## src/hdl/segment_tree_range_max_assert.svh

```systemverilog
// assertion macros shared by the segment tree range max modules
// no dependencies; included by the files that hold assertions
`ifndef SEGMENT_TREE_RANGE_MAX_ASSERT_SVH
`define SEGMENT_TREE_RANGE_MAX_ASSERT_SVH

`ifndef SYNTHESIS

// overlapping implication, checked at every rising edge out of reset
`define SRMX_ASSERT_OVL(name, clk, rst_n, ante, cons) \
    name: assert property (@(posedge clk) disable iff (!rst_n) (ante) |-> (cons)) \
        else $error("segment tree assertion failed");

// non-overlapping implication, consequent checked at the next rising edge
`define SRMX_ASSERT_NXT(name, clk, rst_n, ante, cons) \
    name: assert property (@(posedge clk) disable iff (!rst_n) (ante) |=> (cons)) \
        else $error("segment tree assertion failed");

`else

`define SRMX_ASSERT_OVL(name, clk, rst_n, ante, cons)
`define SRMX_ASSERT_NXT(name, clk, rst_n, ante, cons)

`endif

`endif

```

## src/hdl/srmx_pkg.sv

```systemverilog
// shared constants, codes and control structs of the segment tree range max block
// no dependencies
`default_nettype none

package srmx_pkg;

    // default sizing
    localparam int LEAVES_DEF     = 1024;
    localparam int VALUE_BITS_DEF = 32;

    // input item fields
    localparam int LEFT_W   = 10;
    localparam int RIGHT_W  = 11;
    localparam int NEWVAL_W = 32;
    localparam int LEFT_LSB   = 0;
    localparam int RIGHT_LSB  = LEFT_LSB + LEFT_W;
    localparam int NEWVAL_LSB = RIGHT_LSB + RIGHT_W;
    localparam int S_TDATA_W  = 56;
    localparam int S_TUSER_W  = 1;

    // result item fields
    localparam int RANGE_MAX_W = 32;
    localparam int M_TDATA_W   = 32;
    localparam int M_TUSER_W   = 1;

    // operation codes carried on s_tuser
    localparam logic CMD_UPDATE = 1'b0;
    localparam logic CMD_QUERY  = 1'b1;

    // controller to datapath
    typedef struct packed {
        logic clr_en;
        logic load;
        logic start;
        logic leaf_wr;
        logic climb;
        logic q_lo;
        logic q_hi;
        logic res_load;
    } ctrl_cmd_t;

    // datapath to controller
    typedef struct packed {
        logic clr_last;
        logic is_query;
        logic upd_skip;
        logic lo_lt_hi;
        logic at_top;
        logic out_free;
    } dp_status_t;

endpackage

`default_nettype wire

```

## src/hdl/srmx_ctrl.sv

```systemverilog
// controller: sequences the clearing pass, leaf update climb and range query walk
// depends on srmx_pkg and segment_tree_range_max_assert.svh
`default_nettype none

`include "segment_tree_range_max_assert.svh"

module srmx_ctrl (
    input  wire logic                 clk,
    input  wire logic                 rst_n,
    input  wire logic                 s_tvalid,
    output logic                      s_tready,
    input  wire srmx_pkg::dp_status_t sts,
    output srmx_pkg::ctrl_cmd_t       cmd
);

    typedef enum logic [2:0] {
        ST_CLEAR,
        ST_IDLE,
        ST_START,
        ST_LEAF_WR,
        ST_CLIMB,
        ST_Q_LO,
        ST_Q_HI,
        ST_FINISH
    } state_t;

    state_t state_reg, state_next;

    always_comb
    begin
        cmd        = '0;
        state_next = state_reg;
        case (state_reg)
            ST_CLEAR:
            begin
                cmd.clr_en = 1'b1;
                if (sts.clr_last)
                begin
                    state_next = ST_IDLE;
                end
            end
            ST_IDLE:
            begin
                if (s_tvalid)
                begin
                    cmd.load   = 1'b1;
                    state_next = ST_START;
                end
            end
            ST_START:
            begin
                if (sts.is_query)
                begin
                    state_next = ST_Q_LO;
                end
                else if (sts.upd_skip)
                begin
                    state_next = ST_FINISH;
                end
                else
                begin
                    cmd.start  = 1'b1;
                    state_next = ST_LEAF_WR;
                end
            end
            ST_LEAF_WR:
            begin
                cmd.leaf_wr = 1'b1;
                state_next  = ST_CLIMB;
            end
            ST_CLIMB:
            begin
                cmd.climb = 1'b1;
                if (sts.at_top)
                begin
                    state_next = ST_FINISH;
                end
            end
            ST_Q_LO:
            begin
                if (sts.lo_lt_hi)
                begin
                    cmd.q_lo   = 1'b1;
                    state_next = ST_Q_HI;
                end
                else
                begin
                    state_next = ST_FINISH;
                end
            end
            ST_Q_HI:
            begin
                cmd.q_hi   = 1'b1;
                state_next = ST_Q_LO;
            end
            ST_FINISH:
            begin
                if (sts.out_free)
                begin
                    cmd.res_load = 1'b1;
                    state_next   = ST_IDLE;
                end
            end
            default:
            begin
                state_next = ST_CLEAR;
            end
        endcase
    end

    always_ff @(posedge clk or negedge rst_n)
    begin
        if (!rst_n)
        begin
            state_reg <= ST_CLEAR;
        end
        else
        begin
            state_reg <= state_next;
        end
    end

    assign s_tready = (state_reg == ST_IDLE);

    `SRMX_ASSERT_NXT(a_one_item_in_flight, clk, rst_n, s_tvalid && s_tready, !s_tready)
    `SRMX_ASSERT_NXT(a_clear_runs_to_end, clk, rst_n, cmd.clr_en && !sts.clr_last, cmd.clr_en)
    `SRMX_ASSERT_NXT(a_leaf_write_after_read, clk, rst_n, cmd.start, cmd.leaf_wr)

endmodule

`default_nettype wire

```

## config.mk

```make
export PLATFORM = sky130hd
export DESIGN_NAME = srmx_ctrl
export DESIGN_NICKNAME = d
export VERILOG_FILES = /design/src/hdl/srmx_pkg.sv /design/src/hdl/srmx_ctrl.sv
export VERILOG_INCLUDE_DIRS = /design/src /design/src/hdl
export SDC_FILE = /design/constraint.sdc
export NUM_CORES = 1
export LEC_CHECK = 0
export ABC_AREA = 0
export ABC_CLOCK_PERIOD_IN_PS = 1600
export BUFFER_PORTS_ARGS = -buffer_cell sky130_fd_sc_hd__buf_2
export CORE_AREA = 8 8 45 47
export DETAILED_ROUTE_END_ITERATION = 16
export DIE_AREA = 0 0 53 55
export HOLD_SLACK_MARGIN = 0.08
export PLACE_DENSITY_LB_ADDON = 0.3
export SYNTH_ARGS = -nofsm -noshare
export SYNTH_HDL_FRONTEND = slang
export SYNTH_SLANG_ARGS = --single-unit
```

## constraint.sdc

```tcl
create_clock -name clk -period 1.6 [get_ports clk]
set_input_delay 0.48 -clock clk [delete_from_list [all_inputs] [get_ports clk]]
set_output_delay 0.48 -clock clk [all_outputs]
set_load 0.01 [all_outputs]
```

After elaboration in Yosys (flattened, before gate mapping)
Index checks and enable logic that the tools add are counted.
{"block": "totals", "ff_bits": 3, "word_cells": 35}
{"block": "op_classes", "n_eq_ne": 11, "muxes": 21, "reduce_logical": 2}
{"cell": "3-bit case mux with 8 select lines", "count": 1}
{"cell": "3-bit two-way mux", "count": 6}
{"cell": "1-bit two-way mux", "count": 14}
{"cell": "3-bit == test (second input constant)", "count": 4}
{"cell": "2-bit inequality test (second input constant)", "count": 4}
{"cell": "3-bit by 2-bit == test with 1-bit output (second input constant)", "count": 2}
{"cell": "4-bit AND reduction", "count": 1}
{"cell": "3-bit by 1-bit == test with 1-bit output (second input constant)", "count": 1}
{"cell": "3-bit logical NOT", "count": 1}

Logic depth before layout (Yosys ltp)
Gate-level depths: netlist of run 1.
{"block": "logic_depth", "ltp_word": 3, "depth_mapped": 4, "depth_no_buf": 3}

Worst setup path after synthesis of run 1
Ideal clock, no wire load.
{"block": "synth_timing", "path_kind": "input-to-output", "from": "input port sts[4] in the netlist's numbering", "to": "output port cmd[5] in the netlist's numbering", "arrival_ns": 1.160, "required_ns": 1.120, "setup_slack_ns": -0.040, "cell_stages": 2, "path_buffers": 0, "path_cell_list": "or3_1 nor3b_1"}
{"element": "start, declared", "line_no": "srmx_ctrl.sv:12", "text": "input wire srmx_pkg::dp_status_t sts,"}
{"element": "end, declared", "line_no": "srmx_ctrl.sv:13", "text": "output srmx_pkg::ctrl_cmd_t cmd"}

==> results of run 1 <==
## cells in the mapped netlist
library cell | number | area share, %
o2bb2ai_1 | 1 | 3.4
a21boi_0 | 1 | 2.9
and3b_1 | 1 | 3.4
nor2_1 | 3 | 4.3
nand2_1 | 2 | 2.9
nor3b_1 | 3 | 8.7
a31oi_1 | 1 | 2.4
o21ai_0 | 1 | 1.9
nor3_1 | 2 | 3.9
or3_1 | 2 | 4.8
or4b_1 | 1 | 3.9
dfrtp_1 | 3 | 29
inv_1 | 1 | 1.4
buf_2 | 3 | 5.8
a211oi_1 | 1 | 2.9
a21oi_1 | 2 | 3.9
nand2b_1 | 1 | 2.4
o21a_1 | 1 | 2.9
and4b_1 | 1 | 3.9
o31ai_1 | 1 | 2.9
and2_1 | 1 | 2.4
## where the power goes
part	switching, mW	internal, mW
Clock	0.0406	0.0935
Sequential	0.0566	0.116
Combinational	0.259	0.318
## through the flow
stage	setup TNS (ns)	utilization (%)	hold WS [ns]	setup slack, ns
6_report	-0.476	37.8	0.568	-0.146
5_1_grt	-1.05	37.8	0.580	-0.214
4_1_cts	-0.559	35.4	0.567	-0.157
3_5_place_dp	-0.139	28.8	0.279	-0.139
3_3_place_gp	-0.124	28.8	0.278	-0.124
2_1_floorplan	0	-	0.184	0.0429
## per-layer routing
metal | wire [um] | share of wire (%)
met5 | 0 | 0
met2 | 511 | 50
met4 | 0 | 0
met3 | 99 | 9.8
met1 | 402 | 40
## layout make-up
type	count	area (um^2)
Tap cell	16	20.0
Timing Repair Buffer	29	196
Sequential cell	3	77.6
Clock buffer	4	26.3
Inverter	1	3.75
Fill cell	150	861
Multi-Input combinational cell	26	199
## kinds of logic after synthesis
logic type | share of synthesized area (%)
compound gates | 23.2
flops | 29.0
simple gates | 40.6
buf+inv | 7.24
## final timing paths
check                                     to  slack [ns]  cells past startpoint
worst max-delay path                  cmd[5]       -0.15                      3
worst min-delay path            state_reg[0]        0.57                      2
worst max register to register  state_reg[0]        0.08                      5
worst min register to register  state_reg[1]        0.63                      2
max in group asynchronous       state_reg[1]        0.91                      2
min in group clk                state_reg[0]        0.58                      3
## repair_timing
item                                    CTS  global route
buffers inserted                          4             1
pin swaps                                 1             1
gates resized for setup                   6             7
hold endpoints to repair                  3             0
hold buffers                              1             0
endpoints found under the setup margin    8             8
==> flow_metrics.tcl, run 1 <==
set metrics [dict create \
    grt_first_pass_wirelength_mm 1.64 \
    synthCells 33 \
    clkTransAtPathRegs_ns 0.04 \
    die_w_um 53 \
    area_growth_pct 102 \
    place_area_um2 399 \
    syn_nets 42 \
    cts_tree "yes" \
    regToRegStartpoint "state_reg[1]" \
    pin_count 18 \
    avgRoutedWirePerCell_um 12.8 \
    violations "setup timing" \
    final.period_utilization_pct 109 \
    syn_area_um2 259 \
    drtAntennaViolNets 0 \
    slew_viol_final 0 \
    max_slew_margin_pct 84.8 \
    critPathSlowestCell "dfrtp_1" \
    cp_cell_sequence "or3_4, nor3b_2, buf_2" \
    antenna_found_initial 0 \
    die_y_um 55 \
    end_kind "output port" \
    nNetsFinal 73 \
    grtUsageMet2_pct 12.5 \
    fin_cells 79 \
    maxCapViolations 0 \
    ys_ff_latch 3 \
    path_max_fanout 2 \
    largest_reg_flops 3 \
    worst_pin_slew_ns 0.227 \
    vias 357 \
    status "finished, violations left" \
    clkSinkCount 3 \
    via_per_inst 4.52 \
    grt.total_usage_pct 7.43 \
    grt_pass1_vias 357 \
    finish.instance_area_um2 523 \
    place_congestion 0.729 \
    start_util_pct 18.7 \
    use_met1_pct 8.04 \
    ir_worst_vdd_mv 0.466 \
    drc 0 \
    power_density_nw_per_um2 1690 \
    diodes 0 \
    port_buffers 17 \
    place_inst 69 \
    clkLatencyLatePin_ns 0.24 \
    max_stage_delay_ns 0.40 \
    grt_max_degree 14 \
    final_cell_mix "17 x buf_2, 6 x buf_4, 5 x buf_6" \
    rows 14 \
    fin_skew_ns 0.00161 \
    report.power.total_uw 884 \
    hold_viol_final 0 \
    dpl.hpwl_um 691 \
    first_pass_iters 2 \
    fin_crit_ns 1.75 \
    fmax_ghz 0.573 \
    cts_root_buffer "clkbuf_4" \
    cp.buffers_inverters 1 \
    yosysWarnings 0 \
    drive_gt1_share_pct 61.9 \
    post_synth_num_cell_types 21 \
    clockBufferDepth 2 \
    setup_ws_ns -0.146 \
    drt_iter0_markers 5 \
    arrival_ns 1.27 \
    rsz0062_at_grt "yes" \
    final_common_cell "buf_2" \
    required_ns 1.12 \
    dieArea_um2 2920 \
    grtUsageMet3_pct 5.08 \
    cts_buffers 3 \
    seq_area_frac_synth_pct 29.0 \
    htree_levels 1 \
    routed_wl_mm 1.01 \
    grt.overflow.total 0 \
    core_um2 1380 \
    top_usage_layer "met2" \
    avgSynthCellArea_um2 7.85 \
    crit_start "state_reg[0]" \
    startpoint_type "flop" \
    critical_path_class "flop to output port" \
    leakagePower_nw 0.256 \
    hp-class "input pin to asynchronous set/reset pin" \
    critPathTopFamily "simple AND/OR/NAND/NOR gates" \
    setup_viol 6 \
]
Note: power is estimated with default switching activity, not from simulation.
==> run 2: changes to the inputs <==
==> constraint.sdc (replaced) <==
create_clock -name clk -period 1.6 [get_ports clk]
set_input_delay 0.16 -clock clk [delete_from_list [all_inputs] [get_ports clk]]
set_output_delay 0.16 -clock clk [all_outputs]
set_load 0.01 [all_outputs]
==> run 2 against run 1 <==
Compared with the run above:
- the flow now finishes without violations
- worst setup slack improved by 0.22 ns
- critical endpoint unchanged
- hold slack got worse by 0.35 ns
- core utilization decreased by 8.0 points
- final cell count down 10%
- clock skew rose by 0.0037 ns
- clock-buffer cell count is the same
- largest cell class unchanged
- total power shrank 25%
==> flow_metrics.tcl, run 2 (synthesized netlist as in run 1, its figures left out) <==
set metrics [dict create \
    fmax_ghz 0.654 \
    slew_viol_final 0 \
    hold_viol_final 0 \
    end_kind "output port" \
    required_ns 1.44 \
    drc 0 \
    grtUsageMet2_pct 9.18 \
    nNetsFinal 65 \
    cts_tree "yes" \
    rsz0062_at_grt "no" \
    critical_path_class "flop to output port" \
    final.period_utilization_pct 95.5 \
    port_buffers 17 \
    switchingPower_uw 280 \
    dieArea_um2 2920 \
    arrival_ns 1.37 \
    setup_viol 0 \
    status "finished clean" \
    grt.overflow.total 0 \
    avgRoutedWirePerCell_um 11.8 \
    core_um2 1380 \
    power_density_nw_per_um2 1610 \
    ir_worst_vdd_mv 0.473 \
    cts_root_buffer "clkbuf_4" \
    hp-class "input pin to flop" \
    routed_wl_um 839 \
    grtUsageMet3_pct 1.07 \
    worst_pin_slew_ns 0.220 \
    drt_iter0_markers 2 \
    report.power.total_uw 665 \
    dpl.hpwl_um 662 \
    antenna_found_initial 0 \
    clockBufferDepth 2 \
    die_w_um 53 \
    leakagePower_nw 0.205 \
    clkLatencyLatePin_ns 0.24 \
    grt_max_degree 12 \
    start_util_pct 18.7 \
    pin_count 18 \
    post-cts-setup-buffers 0 \
    clkSinkCount 3 \
    area_growth_pct 59.4 \
    die_y_um 55 \
    startpoint_type "flop" \
    grt.total_usage_pct 6.28 \
    largest_reg_flops 3 \
    final_common_cell "buf_2" \
    p_int_uw 385 \
    first_pass_iters 2 \
    clkTransAtPathRegs_ns 0.04 \
    top_usage_layer "met2" \
    max_slew_margin_pct 85.2 \
    diodes 0 \
    p_sw_share_pct 42.1 \
    drtAntennaViolNets 0 \
    via_per_inst 4.38 \
    place_congestion 0.743 \
    path_max_fanout 5 \
    grt_pass1_vias 326 \
    maxCapViolations 0 \
    p_clk_share_pct 20.2 \
    final.setup.tns_ns 0 \
    rows 14 \
    htree_levels 1 \
    fin_crit_ns 1.53 \
    cts_buffers 3 \
    fin_skew_ns 0.00533 \
    drive_gt1_share_pct 43.6 \
    grt_first_pass_wirelength_mm 1.32 \
    vias 311 \
    use_met1_pct 6.99 \
    combPwrFrac_pct 55.3 \
    seqPwrFrac_pct 24.5 \
]
-- run 2: changes by cell type in the layout (fill, tap and decap cells not counted), moves of 2 or more --
cell	before	now
buf_6	5	0
dfrtp_1	1	3
nor3b_2	2	0
dfrtp_2	2	0
buf_4	6	3
nor3b_1	0	3
-- run 2: power groups by stage --
stage | Clock (mW) | Combinational (mW) | Sequential [mW]
5_1_grt | 0.152 | 0.416 | 0.171
2_1_floorplan | 0 | 0.252 | 0.141
3_5_place_dp | 0 | 0.369 | 0.163
6_report | 0.134 | 0.367 | 0.163
3_3_place_gp | 0 | 0.367 | 0.162
4_1_cts | 0.142 | 0.372 | 0.162
-- run 2: worst paths after layout --
kind / startpoint / slack [ns] / cells after the start / endpoint
max: state_reg[0] / 0.07 / 3 / cmd[5]
min: sts[5] / 0.22 / 3 / state_reg[0]
max reg2reg: state_reg[1] / 0.33 / 3 / state_reg[0]
min reg2reg: state_reg[1] / 0.59 / 1 / state_reg[1]
max in group asynchronous: rst_n / 1.23 / 2 / state_reg[2]
min in group asynchronous: rst_n / 0.26 / 2 / state_reg[1]
-- run 2: through the flow --
stage	instance area (um^2)	hold slack (ns)	setup WS, ns	utilization (%)	std cells
3_5_place_dp	372	-0.0381	0.326	26.9	66
4_1_cts	408	0.217	0.0531	29.5	71
2_1_floorplan	259	-0.136	0.355	-	33
3_3_place_gp	372	-0.0397	0.334	26.9	66
5_1_grt	413	0.231	0.0170	29.8	71
6_report	413	0.222	0.0714	29.8	71
-- run 2: what timing repair did --
action | 4_1_cts | 5_1_grt
hold endpoints to repair | 3 | 0
gates resized for setup | 0 | 1
hold buffers | 1 | 0
endpoints found under the setup margin | 0 | 1
-- run 2: cell type report --
| cell class | count | area [um^2] |
|---|---|---|
| Clock buffer | 4 | 26.3 |
| Fill cell | 157 | 971 |
| Inverter | 1 | 3.75 |
| Multi-Input combinational cell | 26 | 170 |
| Sequential cell | 3 | 75.1 |
| Tap cell | 16 | 20.0 |
| Timing Repair Buffer | 21 | 118 |
-- run 2: worst max-delay path, stage by stage, from the launching register on --
cell	delay [ns]
dfrtp_1	0.41
or3_4	0.40
nor3b_1	0.17
buf_2	0.16
-- run 2: routing by layer --
layer | routed length (um) | share of wire (%)
met1 | 401 | 48
met2 | 416 | 50
met3 | 21 | 2.5
met4 | 0 | 0
met5 | 0 | 0
==> run 3: changes to the inputs <==
--- a/config.mk
+++ b/config.mk
@@ -8,10 +8,10 @@
 export LEC_CHECK = 0
 export ABC_AREA = 0
 export ABC_CLOCK_PERIOD_IN_PS = 1600
-export BUFFER_PORTS_ARGS = -buffer_cell sky130_fd_sc_hd__buf_2
-export CORE_AREA = 8 8 45 47
+export BUFFER_PORTS_ARGS = -buffer_cell sky130_fd_sc_hd__buf_4
+export CORE_AREA = 2 2 39 41
 export DETAILED_ROUTE_END_ITERATION = 16
-export DIE_AREA = 0 0 53 55
+export DIE_AREA = 0 0 41 43
 export HOLD_SLACK_MARGIN = 0.08
 export PLACE_DENSITY_LB_ADDON = 0.3
 export SYNTH_ARGS = -nofsm -noshare
==> run 3 against run 2 <==
Compared with the run above:
- register-to-register slack got worse by 0.06 ns
- total power rose by 1.8%
- fmax fell by 0.40%
- non-clock buffer count fell by 1
- highest routed layer unchanged
==> flow_metrics.tcl, run 3 (synthesized netlist as in run 1, its figures left out) <==
set metrics [dict create \
    cts_root_buffer "clkbuf_4" \
    hold_end "state_reg[0]" \
    regToRegStartpoint "state_reg[1]" \
    htree_levels 1 \
    power_density_nw_per_um2 1510 \
    cts_tree "yes" \
    ir_worst_vdd_mv 0.586 \
    fin_skew_ns 0.00558 \
    port_buffers 17 \
    hold-worst-slack_ns 0.212 \
    rows 14 \
    multi_input_area_um2 170 \
    antenna_found_initial 0 \
    die_w_um 41 \
    cts_buffers 3 \
    setup_viol 0 \
    end_kind "output port" \
    dpl.hpwl_um 528 \
    startpoint_type "flop" \
    maxCapViolations 0 \
    clkTransAtPathRegs_ns 0.04 \
    drive_gt1_share_pct 44.4 \
    first_pass_iters 3 \
    clockBufferDepth 2 \
    worst_pin_slew_ns 0.352 \
    vias 305 \
    max_slew_margin_pct 76.5 \
    grt_pass1_vias 264 \
    r2r_slack_ns 0.27 \
    slew_viol_final 0 \
    drtAntennaViolNets 0 \
    rsz0062_at_grt "no" \
    report.power.total_uw 676 \
    p_sw_share_pct 40.4 \
    fin_crit_ns 1.53 \
    pin_count 18 \
    final.setup.tns_ns 0 \
    avgRoutedWirePerCell_um 9.73 \
    drc 0 \
    status "finished clean" \
    path_max_fanout 7 \
    p_int_uw 403 \
    seq_area_um2 76.3 \
    largest_reg_flops 3 \
    grt_max_degree 15 \
    hold_depth 3 \
    num-fill-cells 161 \
    fmax_ghz 0.652 \
    dieArea_um2 1760 \
    die_y_um 43 \
    final.period_utilization_pct 95.9 \
    grt.overflow.total 0 \
    grt_first_pass_wirelength_mm 1.04 \
    nNetsFinal 64 \
    arrival_ns 1.37 \
    routed_wl_um 681 \
    via_per_inst 4.36 \
    p_clk_share_pct 19.8 \
    hold_viol_final 0 \
    start_util_pct 18.7 \
    diodes 0 \
    seqPwrFrac_pct 27.8 \
    hp-class "input pin to flop" \
    holdCritStartpoint "sts[5]" \
    leakagePower_nw 0.207 \
    combPwrFrac_pct 52.4 \
    r2r_cells 3 \
    clkSinkCount 3 \
    final_common_cell "buf_4" \
    core_um2 1380 \
    area_growth_pct 73.4 \
    rr_endpoint "state_reg[0]" \
    place_congestion 0.798 \
    clkLatencyLatePin_ns 0.24 \
    final_cell_mix "19 x buf_4, 3 x nor2_1, 3 x clkbuf_4" \
    grt.total_usage_pct 8.85 \
    finish.utilization_pct 32.5 \
    critical_path_class "flop to output port" \
    drt_iter0_markers 8 \
    switchingPower_uw 273 \
    required_ns 1.44 \
]
-- run 3: timing repair --
item / 4_1_cts / 5_1_grt
hold buffers: 1 / 0
hold endpoints to repair: 3 / 0
gates resized for setup: 0 / 2
setup buffers: 0 / 0
endpoints found under the setup margin: 0 / 1
-- run 3: stage by stage --
| stage | instances | instance area [um^2] | setup slack (ns) |
|---|---|---|---|
| after floorplan | 33 | 259 | 0.355 |
| after global placement | 65 | 407 | 0.250 |
| after CTS | 70 | 443 | 0.00982 |
| after global routing | 70 | 449 | 0.0219 |
| final | 70 | 449 | 0.0653 |
| after detailed placement | 65 | 407 | 0.273 |
-- run 3: how the worst max path moves through the flow --
stage,cells past startpoint,start,slack [ns],to
2_1_floorplan,2,state_reg[0],0.35,cmd[5]
3_3_place_gp,3,state_reg[0],0.25,cmd[5]
3_5_place_dp,3,state_reg[1],0.27,state_reg[0]
4_1_cts,3,state_reg[0],0.01,cmd[5]
5_1_grt,3,state_reg[0],0.02,cmd[5]
6_report,3,state_reg[0],0.07,cmd[5]
-- run 3: layout make-up --
type | count | share of cell area [%]
sequential | 3 | 17.0
clock buffer | 4 | 5.85
multi-input combinational | 26 | 37.9
timing repair buffer | 20 | 34.0
tap | 16 | 4.46
inverter | 1 | 0.836
-- run 3: metal layers --
metal	track usage [%]	part of all wire, %	up-vias
met5	0	0	-
met3	2.09	8.1	0
li1	-	-	163
met2	11.9	48	9
met1	11.0	44	133
met4	8.00	0	0
-- run 3: power by group through the flow --
stage          Sequential (mW)  Clock, mW  Combinational (mW)
5_1_grt                  0.200      0.145               0.395
4_1_cts                  0.186      0.140               0.356
6_report                 0.188      0.134               0.355
3_5_place_dp             0.187          0               0.352
2_1_floorplan            0.141          0               0.252
3_3_place_gp             0.185          0               0.357
-- run 3: critical path: stages (launching register included) --
cell and delay, ns:
dfrtp_2 0.43, or3_1 0.41, nor3b_2 0.16, buf_4 0.14
